`config.mk`:
```
export PLATFORM = sky130hd
export DESIGN_NAME = mesh_neighbor_table_core_flat
export DESIGN_NICKNAME = d
export VERILOG_FILES = /design/src/rtl/core/mnt_pkg.sv /design/src/rtl/core/mnt_ifs.sv /design/src/rtl/core/mnt_cell.sv /design/src/rtl/core/mesh_neighbor_table_core.sv /design/src/flat_wrapper.sv
export SDC_FILE = /design/constraint.sdc
export NUM_CORES = 2
export LEC_CHECK = 0
export BUFFER_PORTS_ARGS = -buffer_cell sky130_fd_sc_hd__buf_2
export CELL_PAD_IN_SITES_DETAIL_PLACEMENT = 0
export CELL_PAD_IN_SITES_GLOBAL_PLACEMENT = 2
export CORE_MARGIN = 5
export CORE_UTILIZATION = 28
export CTS_CLUSTER_SIZE = 20
export DETAILED_ROUTE_END_ITERATION = 10
export MAX_ROUTING_LAYER = met4
export PLACE_DENSITY = 0.49
export SKIP_CTS_REPAIR_TIMING = 1
export SLEW_MARGIN = 20
export SYNTH_ARGS = -nofsm -noshare
export SYNTH_HDL_FRONTEND = slang
export SYNTH_SLANG_ARGS = --single-unit
```
`constraint.sdc`:
```
create_clock -name clk_i -period 7.9 [get_ports clk_i]
set_input_delay 1.58 -clock clk_i [delete_from_list [all_inputs] [get_ports clk_i]]
set_output_delay 1.58 -clock clk_i [all_outputs]
set_load 0.02 [all_outputs]
```
`src/rtl/core/mnt_pkg.sv`:
```
// shared types and constants of the mesh neighbour table
package mnt_pkg;

  localparam int unsigned TimeW = 32;
  localparam int unsigned SeqW = 32;
  localparam int unsigned DistW = 7;
  localparam int unsigned MemW = 8;
  localparam int unsigned WinW = 20;

  localparam logic [DistW-1:0] InfiniteDist = 7'd99;
  localparam logic [MemW-1:0] MeshCode = 8'd212;
  localparam logic [MemW-1:0] ReceiverCode = 8'd214;
  localparam logic [WinW-1:0] WindowReset = 20'd6000;

  typedef enum logic [1:0] {
    ACT_ADD    = 2'd0,
    ACT_READ   = 2'd1,
    ACT_FWD    = 2'd2,
    ACT_ANCHOR = 2'd3
  } action_e;

  typedef enum logic [1:0] {
    ST_IDLE,
    ST_EVAL,
    ST_COMMIT,
    ST_RESP
  } state_e;

  // flags rippling along the row of cells, lowest index first
  typedef struct packed {
    logic nb_taken;
    logic free_taken;
    logic old_taken;
    logic fwd_any;
    logic anc_any;
  } chain_t;

endpackage

```
`src/rtl/core/mnt_ifs.sv`:
```
// item, response and configuration channel interfaces
interface mnt_req_if #(parameter int unsigned ADDR_WIDTH = 16);
  logic                  valid;
  logic                  ready;
  logic [1:0]            action;
  logic [31:0]           now_time;
  logic [ADDR_WIDTH-1:0] neighbor;
  logic [ADDR_WIDTH-1:0] core_id;
  logic [ADDR_WIDTH-1:0] hop_addr;
  logic [31:0]           sequence_req;
  logic [6:0]            distance;
  logic [31:0]           stamp;
  logic [7:0]            membership;
  logic [ADDR_WIDTH-1:0] node_id;
  logic [ADDR_WIDTH-1:0] anchor;
  modport source (output valid, action, now_time, neighbor, core_id, hop_addr, sequence_req,
                  distance, stamp, membership, node_id, anchor, input ready);
  modport sink (input valid, action, now_time, neighbor, core_id, hop_addr, sequence_req,
                distance, stamp, membership, node_id, anchor, output ready);
endinterface

interface mnt_rsp_if;
  logic       valid;
  logic       ready;
  logic       answer;
  logic [6:0] distance_out;
  logic       evicted;
  modport source (output valid, answer, distance_out, evicted, input ready);
  modport sink (input valid, answer, distance_out, evicted, output ready);
endinterface

interface mnt_cfg_if;
  logic        valid;
  logic        ready;
  logic [19:0] fresh_window;
  modport source (output valid, fresh_window, input ready);
  modport sink (input valid, fresh_window, output ready);
endinterface

```
`src/rtl/core/mnt_cell.sv`:
```
// one table entry with its local match logic and chain link
module mnt_cell #(
  parameter int unsigned DEPTH = 16,
  parameter int unsigned AW = 16,
  parameter int unsigned RW = 4
) (
  input  logic                         clk_i,
  input  logic                         rst_ni,
  input  logic [AW-1:0]                neighbor_i,
  input  logic [AW-1:0]                core_id_i,
  input  logic [AW-1:0]                hop_addr_i,
  input  logic [31:0]                  seq_i,
  input  logic [6:0]                   dist_i,
  input  logic [31:0]                  stamp_i,
  input  logic [AW-1:0]                node_id_i,
  input  logic [AW-1:0]                anchor_i,
  input  logic                         upd_i,
  input  logic                         wr_i,
  input  logic [RW:0]                  limit_i,
  input  mnt_pkg::chain_t              chain_i,
  output mnt_pkg::chain_t              chain_o,
  output logic                         nb_sel_o,
  output logic                         free_sel_o,
  output logic                         old_sel_o,
  output logic                         valid_o,
  output logic [RW-1:0]                rank_o,
  output logic [6:0]                   dist_o,
  output logic [31:0]                  time_o
);
  import mnt_pkg::*;

  logic          valid_q;
  logic [RW-1:0] rank_q;
  logic [AW-1:0] nb_q, core_q, hop_q;
  logic [31:0]   seq_q, time_q;
  logic [6:0]    dist_q;
  logic          nb_hit, fwd_hit, anc_hit, old_hit;

  assign nb_hit  = valid_q && (nb_q == neighbor_i);
  assign fwd_hit = nb_hit && (seq_q == seq_i) && (dist_q > dist_i) && (hop_q <= node_id_i);
  assign anc_hit = nb_hit && (core_q == anchor_i);
  assign old_hit = rank_q == RW'(DEPTH - 1);

  assign nb_sel_o   = nb_hit && !chain_i.nb_taken;
  assign free_sel_o = !valid_q && !chain_i.free_taken;
  assign old_sel_o  = old_hit && !chain_i.old_taken;

  assign chain_o.nb_taken   = chain_i.nb_taken | nb_hit;
  assign chain_o.free_taken = chain_i.free_taken | !valid_q;
  assign chain_o.old_taken  = chain_i.old_taken | old_hit;
  assign chain_o.fwd_any    = chain_i.fwd_any | fwd_hit;
  assign chain_o.anc_any    = chain_i.anc_any | anc_hit;

  assign valid_o = valid_q;
  assign rank_o  = rank_q;
  assign dist_o  = dist_q;
  assign time_o  = time_q;

  always_ff @(posedge clk_i or negedge rst_ni) begin
    if (!rst_ni) begin
      valid_q <= 1'b0;
      rank_q  <= '0;
    end else if (upd_i) begin
      if (wr_i) begin
        valid_q <= 1'b1;
        rank_q  <= '0;
      end else if (valid_q && ({1'b0, rank_q} < limit_i)) begin
        rank_q <= rank_q + 1'b1;
      end
    end
  end

  always_ff @(posedge clk_i) begin
    if (upd_i && wr_i) begin
      nb_q   <= neighbor_i;
      core_q <= core_id_i;
      hop_q  <= hop_addr_i;
      seq_q  <= seq_i;
      dist_q <= dist_i;
      time_q <= stamp_i;
    end
  end

endmodule

```
`src/rtl/core/mesh_neighbor_table_core.sv`:
```
// top level of the mesh neighbour table: request decode, cell row and response register
//
//  channel | dir | handshake     | payload
//  req_i   | in  | valid/ready   | action, now_time, addresses, sequence, distance, stamp, ...
//  rsp_o   | out | valid/ready   | answer, distance_out, evicted
//  cfg_i   | in  | valid/ready   | fresh_window (always ready)
//
// each item passes through accept, row evaluation, commit and a response held until taken
// the row of cells ripples match and slot-select flags combinationally from index 0 upward
// reset empties the table (valid and rank cleared) and loads the window with 6000 ms
// a stalled response holds the block; no new item is taken until it leaves
module mesh_neighbor_table_core #(
  parameter int unsigned TABLE_DEPTH = 16,
  parameter int unsigned ADDR_WIDTH = 16
) (
  input  logic      clk_i,
  input  logic      rst_ni,
  mnt_req_if.sink   req_i,
  mnt_rsp_if.source rsp_o,
  mnt_cfg_if.sink   cfg_i
);
  import mnt_pkg::*;

  localparam int unsigned RW = (TABLE_DEPTH > 1) ? $clog2(TABLE_DEPTH) : 1;
  localparam int unsigned AW = ADDR_WIDTH;

  state_e state_q, state_d;

  // captured item
  action_e       act_q;
  logic [31:0]   now_q, seq_q, stamp_q;
  logic [AW-1:0] nb_q, core_q, hop_q, id_q, anc_q;
  logic [6:0]    dist_q;
  logic [7:0]    mem_q;

  logic [WinW-1:0] window_q;
  logic [RW-1:0]   newest_q, newest_d;

  // registered results of the row evaluation
  logic [TABLE_DEPTH-1:0] nb_sel_q, free_sel_q, old_sel_q;
  logic nb_found_q, free_found_q, fwd_q, anc_q2;

  logic rsp_valid_q, answer_q, evicted_q;
  logic [6:0] dout_q;

  logic accept, eval_en, upd;

  chain_t                 chain [TABLE_DEPTH+1];
  logic [TABLE_DEPTH-1:0] nb_sel, free_sel, old_sel, cell_valid, slot;
  logic [RW-1:0]          cell_rank [TABLE_DEPTH];
  logic [6:0]             cell_dist [TABLE_DEPTH];
  logic [31:0]            cell_time [TABLE_DEPTH];
  logic [RW-1:0]          rank_sel;
  logic [RW:0]            limit;

  logic       stamp_fresh, newest_fresh, member;
  logic [7:0] dist_inc;
  logic       answer_d, evicted_d;
  logic [6:0] dout_d;

  assign accept    = req_i.valid && req_i.ready;
  assign cfg_i.ready = 1'b1;

  // the user must change the window only while idle; the block itself does not enforce this
  always_ff @(posedge clk_i or negedge rst_ni) begin
    if (!rst_ni) begin
      window_q <= WindowReset;
    end else if (cfg_i.valid) begin
      window_q <= cfg_i.fresh_window;
    end
  end

  always_ff @(posedge clk_i) begin
    if (accept) begin
      act_q   <= action_e'(req_i.action);
      now_q   <= req_i.now_time;
      nb_q    <= req_i.neighbor;
      core_q  <= req_i.core_id;
      hop_q   <= req_i.hop_addr;
      seq_q   <= req_i.sequence_req;
      dist_q  <= req_i.distance;
      stamp_q <= req_i.stamp;
      mem_q   <= req_i.membership;
      id_q    <= req_i.node_id;
      anc_q   <= req_i.anchor;
    end
  end

  // row of cells
  assign chain[0] = '0;
  for (genvar g = 0; g < TABLE_DEPTH; g++) begin : g_cell
    mnt_cell #(.DEPTH(TABLE_DEPTH), .AW(AW), .RW(RW)) u_cell (
      .clk_i      (clk_i),
      .rst_ni     (rst_ni),
      .neighbor_i (nb_q),
      .core_id_i  (core_q),
      .hop_addr_i (hop_q),
      .seq_i      (seq_q),
      .dist_i     (dist_q),
      .stamp_i    (stamp_q),
      .node_id_i  (id_q),
      .anchor_i   (anc_q),
      .upd_i      (upd),
      .wr_i       (slot[g]),
      .limit_i    (limit),
      .chain_i    (chain[g]),
      .chain_o    (chain[g+1]),
      .nb_sel_o   (nb_sel[g]),
      .free_sel_o (free_sel[g]),
      .old_sel_o  (old_sel[g]),
      .valid_o    (cell_valid[g]),
      .rank_o     (cell_rank[g]),
      .dist_o     (cell_dist[g]),
      .time_o     (cell_time[g])
    );
  end

  always_ff @(posedge clk_i) begin
    if (eval_en) begin
      nb_sel_q     <= nb_sel;
      free_sel_q   <= free_sel;
      old_sel_q    <= old_sel;
      nb_found_q   <= chain[TABLE_DEPTH].nb_taken;
      free_found_q <= chain[TABLE_DEPTH].free_taken;
      fwd_q        <= chain[TABLE_DEPTH].fwd_any;
      anc_q2       <= chain[TABLE_DEPTH].anc_any;
    end
  end

  // slot choice: known neighbour, else lowest free slot, else the least recent entry
  always_comb begin
    priority if (nb_found_q) begin
      slot = nb_sel_q;
    end else if (free_found_q) begin
      slot = free_sel_q;
    end else begin
      slot = old_sel_q;
    end
    rank_sel = '0;
    newest_d = newest_q;
    for (int i = 0; i < TABLE_DEPTH; i++) begin
      if (slot[i]) begin
        rank_sel = rank_sel | cell_rank[i];
        newest_d = RW'(i);
      end
    end
    if (!nb_found_q && free_found_q) begin
      limit = (RW+1)'(TABLE_DEPTH);
    end else begin
      limit = {1'b0, rank_sel};
    end
  end

  // freshness without wrap, 33-bit sums
  assign stamp_fresh  = ({1'b0, stamp_q} + 33'(window_q)) >= {1'b0, now_q};
  assign newest_fresh = ({1'b0, cell_time[newest_q]} + 33'(window_q)) >= {1'b0, now_q};
  assign member       = (mem_q == MeshCode) || (mem_q == ReceiverCode);
  assign dist_inc     = {1'b0, cell_dist[newest_q]} + 8'd1;

  always_comb begin
    answer_d  = 1'b0;
    dout_d    = '0;
    evicted_d = 1'b0;
    unique case (act_q)
      ACT_ADD: begin
        evicted_d = !nb_found_q && !free_found_q;
      end
      ACT_READ: begin
        dout_d = InfiniteDist;
        if (cell_valid[newest_q] && newest_fresh && (dist_inc < {1'b0, InfiniteDist})) begin
          dout_d = dist_inc[6:0];
        end
      end
      ACT_FWD: begin
        answer_d = member || (fwd_q && stamp_fresh);
      end
      ACT_ANCHOR: begin
        answer_d = anc_q2;
      end
      default: begin
        answer_d = 1'b0;
      end
    endcase
  end

  // sequencer
  always_ff @(posedge clk_i or negedge rst_ni) begin
    if (!rst_ni) begin
      state_q <= ST_IDLE;
    end else begin
      state_q <= state_d;
    end
  end

  always_comb begin
    state_d     = state_q;
    req_i.ready = 1'b0;
    eval_en     = 1'b0;
    upd         = 1'b0;
    unique case (state_q)
      ST_IDLE: begin
        req_i.ready = 1'b1;
        if (req_i.valid) begin
          state_d = ST_EVAL;
        end
      end
      ST_EVAL: begin
        eval_en = 1'b1;
        state_d = ST_COMMIT;
      end
      ST_COMMIT: begin
        upd     = (act_q == ACT_ADD);
        state_d = ST_RESP;
      end
      ST_RESP: begin
        if (rsp_o.ready) begin
          state_d = ST_IDLE;
        end
      end
      default: begin
        state_d = ST_IDLE;
      end
    endcase
  end

  always_ff @(posedge clk_i or negedge rst_ni) begin
    if (!rst_ni) begin
      rsp_valid_q <= 1'b0;
      newest_q    <= '0;
    end else begin
      if (state_q == ST_COMMIT) begin
        rsp_valid_q <= 1'b1;
      end else if (rsp_o.ready) begin
        rsp_valid_q <= 1'b0;
      end
      if (upd) begin
        newest_q <= newest_d;
      end
    end
  end

  always_ff @(posedge clk_i) begin
    if (state_q == ST_COMMIT) begin
      answer_q  <= answer_d;
      dout_q    <= dout_d;
      evicted_q <= evicted_d;
    end
  end

  assign rsp_o.valid        = rsp_valid_q;
  assign rsp_o.answer       = answer_q;
  assign rsp_o.distance_out = dout_q;
  assign rsp_o.evicted      = evicted_q;

endmodule

```
`src/flat_wrapper.sv`:
```
// flat-port wrapper written by rule: the top's interface ports become plain ports
module mesh_neighbor_table_core_flat import mnt_pkg::*;
#(
  parameter int unsigned TABLE_DEPTH = 16,
  parameter int unsigned ADDR_WIDTH = 16
)
  (clk_i, rst_ni, req_i_valid, req_i_action, req_i_now_time, req_i_neighbor, req_i_core_id, req_i_hop_addr, req_i_sequence_req, req_i_distance, req_i_stamp, req_i_membership, req_i_node_id, req_i_anchor, req_i_ready, rsp_o_valid, rsp_o_answer, rsp_o_distance_out, rsp_o_evicted, rsp_o_ready, cfg_i_valid, cfg_i_fresh_window, cfg_i_ready);
  mnt_req_if #(.ADDR_WIDTH(ADDR_WIDTH)) req_i_i ();
  mnt_rsp_if rsp_o_i ();
  mnt_cfg_if cfg_i_i ();
  input  logic clk_i;
  input  logic rst_ni;
  input wire logic [$bits(req_i_i.valid)-1:0] req_i_valid;
  input wire logic [$bits(req_i_i.action)-1:0] req_i_action;
  input wire logic [$bits(req_i_i.now_time)-1:0] req_i_now_time;
  input wire logic [$bits(req_i_i.neighbor)-1:0] req_i_neighbor;
  input wire logic [$bits(req_i_i.core_id)-1:0] req_i_core_id;
  input wire logic [$bits(req_i_i.hop_addr)-1:0] req_i_hop_addr;
  input wire logic [$bits(req_i_i.sequence_req)-1:0] req_i_sequence_req;
  input wire logic [$bits(req_i_i.distance)-1:0] req_i_distance;
  input wire logic [$bits(req_i_i.stamp)-1:0] req_i_stamp;
  input wire logic [$bits(req_i_i.membership)-1:0] req_i_membership;
  input wire logic [$bits(req_i_i.node_id)-1:0] req_i_node_id;
  input wire logic [$bits(req_i_i.anchor)-1:0] req_i_anchor;
  output wire logic [$bits(req_i_i.ready)-1:0] req_i_ready;
  output wire logic [$bits(rsp_o_i.valid)-1:0] rsp_o_valid;
  output wire logic [$bits(rsp_o_i.answer)-1:0] rsp_o_answer;
  output wire logic [$bits(rsp_o_i.distance_out)-1:0] rsp_o_distance_out;
  output wire logic [$bits(rsp_o_i.evicted)-1:0] rsp_o_evicted;
  input wire logic [$bits(rsp_o_i.ready)-1:0] rsp_o_ready;
  input wire logic [$bits(cfg_i_i.valid)-1:0] cfg_i_valid;
  input wire logic [$bits(cfg_i_i.fresh_window)-1:0] cfg_i_fresh_window;
  output wire logic [$bits(cfg_i_i.ready)-1:0] cfg_i_ready;
  assign req_i_i.valid = req_i_valid;
  assign req_i_i.action = req_i_action;
  assign req_i_i.now_time = req_i_now_time;
  assign req_i_i.neighbor = req_i_neighbor;
  assign req_i_i.core_id = req_i_core_id;
  assign req_i_i.hop_addr = req_i_hop_addr;
  assign req_i_i.sequence_req = req_i_sequence_req;
  assign req_i_i.distance = req_i_distance;
  assign req_i_i.stamp = req_i_stamp;
  assign req_i_i.membership = req_i_membership;
  assign req_i_i.node_id = req_i_node_id;
  assign req_i_i.anchor = req_i_anchor;
  assign req_i_ready = req_i_i.ready;
  assign rsp_o_valid = rsp_o_i.valid;
  assign rsp_o_answer = rsp_o_i.answer;
  assign rsp_o_distance_out = rsp_o_i.distance_out;
  assign rsp_o_evicted = rsp_o_i.evicted;
  assign rsp_o_i.ready = rsp_o_ready;
  assign cfg_i_i.valid = cfg_i_valid;
  assign cfg_i_i.fresh_window = cfg_i_fresh_window;
  assign cfg_i_ready = cfg_i_i.ready;
  mesh_neighbor_table_core #(.TABLE_DEPTH(TABLE_DEPTH), .ADDR_WIDTH(ADDR_WIDTH)) u_core (.clk_i(clk_i), .rst_ni(rst_ni), .req_i(req_i_i), .rsp_o(rsp_o_i), .cfg_i(cfg_i_i));
endmodule
```
==> results.yml <==
yosys:
  ys_async_sr_fraction_pct: 4.73
  syn-num-nets: 7115
  ys_warn_count: 0
  ys_seq_area_share_pct: 66.5
  synth_seq_cells: 2264
  synth_flop_cell: "edfxtp_1"
  synth_area_per_cell_um2: 16.0
  synth.distinct_cells: 101
  netlist_instances: 6353
  synth_edf_count: 2157
  syn_area_mm2: 0.101
power_and_ir_drop:
  clkPwrFrac_pct: 32.4
  finalPower_mw: 39.7
  p_sw_share_pct: 32.8
  ir_worst_vdd_uv: 212
  p_comb_share_pct: 27.0
  p_sw_mw: 13.0
  seqPwrFrac_pct: 40.7
  pwr_density_cell_mw_per_mm2: 335
  p_int_mw: 26.7
  p_leak_nw: 40.6
timing:
  setup-tns-final_ns: 0
  final.setup.worst_slack_ns: 0.687
  skew_ns: 0.0787
  fin_crit_ns: 7.21
  setup_violations: 0
  fmax_mhz: 139
  drv_slew: 0
  relSlewSlack_pct: 9.12
  rsz0062_at_grt: "no"
  period_share_pct: 91.3
  whs_ns: 0.474
  tightestPinTransition_ns: 1.35
  hold_violations: 0
cts:
  max-clock-path-buffers: 4
  cts.sinks: 2264
  h-tree-depth: 5
  clkSlewWorstSetupHoldPaths_ns: 0.06
  clk_latency_ns: 0.90
  cts_made_buffers: 283
  cts_tree: "yes"
  cts.root.buffer_cell: "clkbuf_16"
worst_setup_path:
  crit_arrival_ns: 7.85
  reg2reg_depth: 22
  crit_fanout: 21
  rr_endpoint: "u_core.rsp_o.distance_out[0]"
  crit_type: "flip-flop to flip-flop"
  r2r-start: "u_core.newest_q[0]"
  worst_path_most_repeated_cell: "o211ai_1"
  path_delay_family: "compound AO/OA/AOI/OAI gates"
  slowest_delay_ns: 0.73
  path_buf_inv: 2
  rrSetupSlack_ns: 0.69
  critPathCaptureType: "flip-flop"
  cp.depth: 22
  worstPathRequired_ns: 8.54
  startpoint_type: "flip-flop"
  cp_slowest_cell: "dfrtp_4"
  critical_path.cell_chain: "buf_4, mux4_2, mux4_2, ha_1, fa_1, a211o_1, o211ai_1, a211oi_1, o211ai_1, a21oi_1, o21ai_1, xnor2_1, ha_1, nand4_1, nor3_1, nand2_1, nor3_1, a21oi_1, o211ai_1, buf_4, o211ai_2, o21ba_1"
routing:
  wl_per_cell_um: 27.2
  drtIter0Drc: 3924
  route.detailed.drc: 0
  drt_first_pass_iters: 5
  topRoutingLayerUsed: "met4"
  post_drt_via_cell_ratio: 4.75
  wl_mm: 324
  wl_met1_mm: 156
  vias: 56560
  antenna_left: 0
  dr_wl_met2_mm: 151
  wl_met3_mm: 11.1
grt:
  gr-usage-all-layers_pct: 17.4
  grt_max_degree: 123
  gr-total-overflow: 0
  antenna_found_initial: 23
  first_global_vias: 58308
  grt_pass1_wl_mm: 455
place:
  dp_slack_ns: 0.402
  portBuffers: 227
  dp_hpwl_mm: 206
  gp_congestion: 0.801
flow_run:
  timing.max_cap.violations: 0
final_layout:
  final_common_cell: "edfxtp_1"
  area_delta_synth_final_pct: 17.1
  finalNetCount: 7645
  final_cell_mix: "edfxtp_1 (2157), xnor2_1 (644), ha_1 (541)"
  drive_above_1_share_pct: 16.1
min_path:
  hp-class: "flip-flop to flip-flop"
  whs_path_depth: 1
  hold-path-endpoint: "u_core.rsp_o.valid"
  hold_start: "u_core.rsp_o.valid"
die:
  initial_core_util_pct: 28.1
  pin_count: 230
  die_height_um: 612
  die_w_um: 612
  coreArea_mm2: 0.361
  rows: 221
  dieArea_mm2: 0.374
status:
  outcome: "completed"
[metrics by stage]
stage	util, %	std cells	cell area [µm²]
6_report	32.8	11909	119000
5_1_grt	32.8	11905	119000
4_1_cts	32.8	11903	119000
3_5_place_dp	30.3	11391	110000
3_3_place_gp	30.3	11389	110000
2_1_floorplan	-	6353	101000
[cells in the mapped netlist, drive strengths merged, types with 117 or more instances]
cell | instances | area (µm²)
a21oi | 194 | 1010
clkbuf | 117 | 440
edfxtp | 2157 | 64800
ha | 542 | 6780
inv | 146 | 548
mux4 | 186 | 4220
nand2 | 187 | 702
nand3 | 119 | 596
nand4 | 246 | 1540
nor2 | 123 | 462
nor4 | 152 | 951
o21ai | 143 | 719
xnor2 | 644 | 5640
xor2 | 443 | 3880
[power by group through the flow]
stage,Clock (mW),Sequential (mW),Combinational (mW)
after CTS,13.3,16.2,11.0
after global routing,13.8,16.3,11.8
after floorplan,0,16.0,7.10
final,12.9,16.2,10.7
after global placement,0,16.4,10.9
after detailed placement,0,16.4,10.9
[registers in the layout, summed over array words and instances (netlist names), 20 cells and up]
register                     flops
u_core.g_cell.u_cell.dist_o    112
u_core.stamp_q                  32
u_core.g_cell.u_cell.hop_q     256
u_core.window_q                 20
u_core.g_cell.u_cell.seq_q     512
u_core.g_cell.u_cell.nb_q      256
u_core.g_cell.u_cell.rank_o     64
u_core.now_q                    32
u_core.g_cell.u_cell.time_o    512
u_core.seq_q                    32
u_core.g_cell.u_cell.core_q    256
[cells by family (layout without fill, tap and decap cells)]
kind of cell	Yosys count	count (layout)	synth area share, %
flip-flops	2264	2264	66.5
AND/OR/NAND/NOR	1117	1117	6.00
adder cells (fa/ha/maj)	544	544	6.73
XOR/XNOR	1087	1087	9.39
AO/OA/AOI/OAI	743	743	5.03
buffers and inverters	352	1109	1.50
multiplexers	245	245	4.81
other	1	6	0.00370
[routing by layer]
metal	up-vias	track usage, %
li1	25807	-
met1	29354	24.6
met2	1022	27.5
met3	377	1.93
met4	0	3.39
met5	-	-
[how the worst max path moves through the flow]
stage                       startpoint                               to  slack, ns
floorplan            u_core.nb_found_q  u_core.g_cell[6].u_cell.valid_o       0.60
global placement    u_core.newest_q[0]     u_core.rsp_o.distance_out[0]       0.29
detailed placement  u_core.newest_q[0]     u_core.rsp_o.distance_out[0]       0.40
CTS                 u_core.newest_q[0]     u_core.rsp_o.distance_out[0]       0.36
global route        u_core.newest_q[0]     u_core.rsp_o.distance_out[4]       0.20
finish              u_core.newest_q[0]     u_core.rsp_o.distance_out[0]       0.69
[final cells by class]
| class | instances | area, µm² |
|---|---|---|
| fillers | 35040 | 243000 |
| flip-flops and latches | 2264 | 67500 |
| multi-input cells | 3737 | 32600 |
| clock buffers | 378 | 7670 |
| well taps | 4794 | 6000 |
| repair buffers | 451 | 2960 |
| clock inverters | 134 | 1390 |
| inverters | 146 | 606 |
| diodes | 5 | 12.5 |
Power figures use the tool's default switching activity.
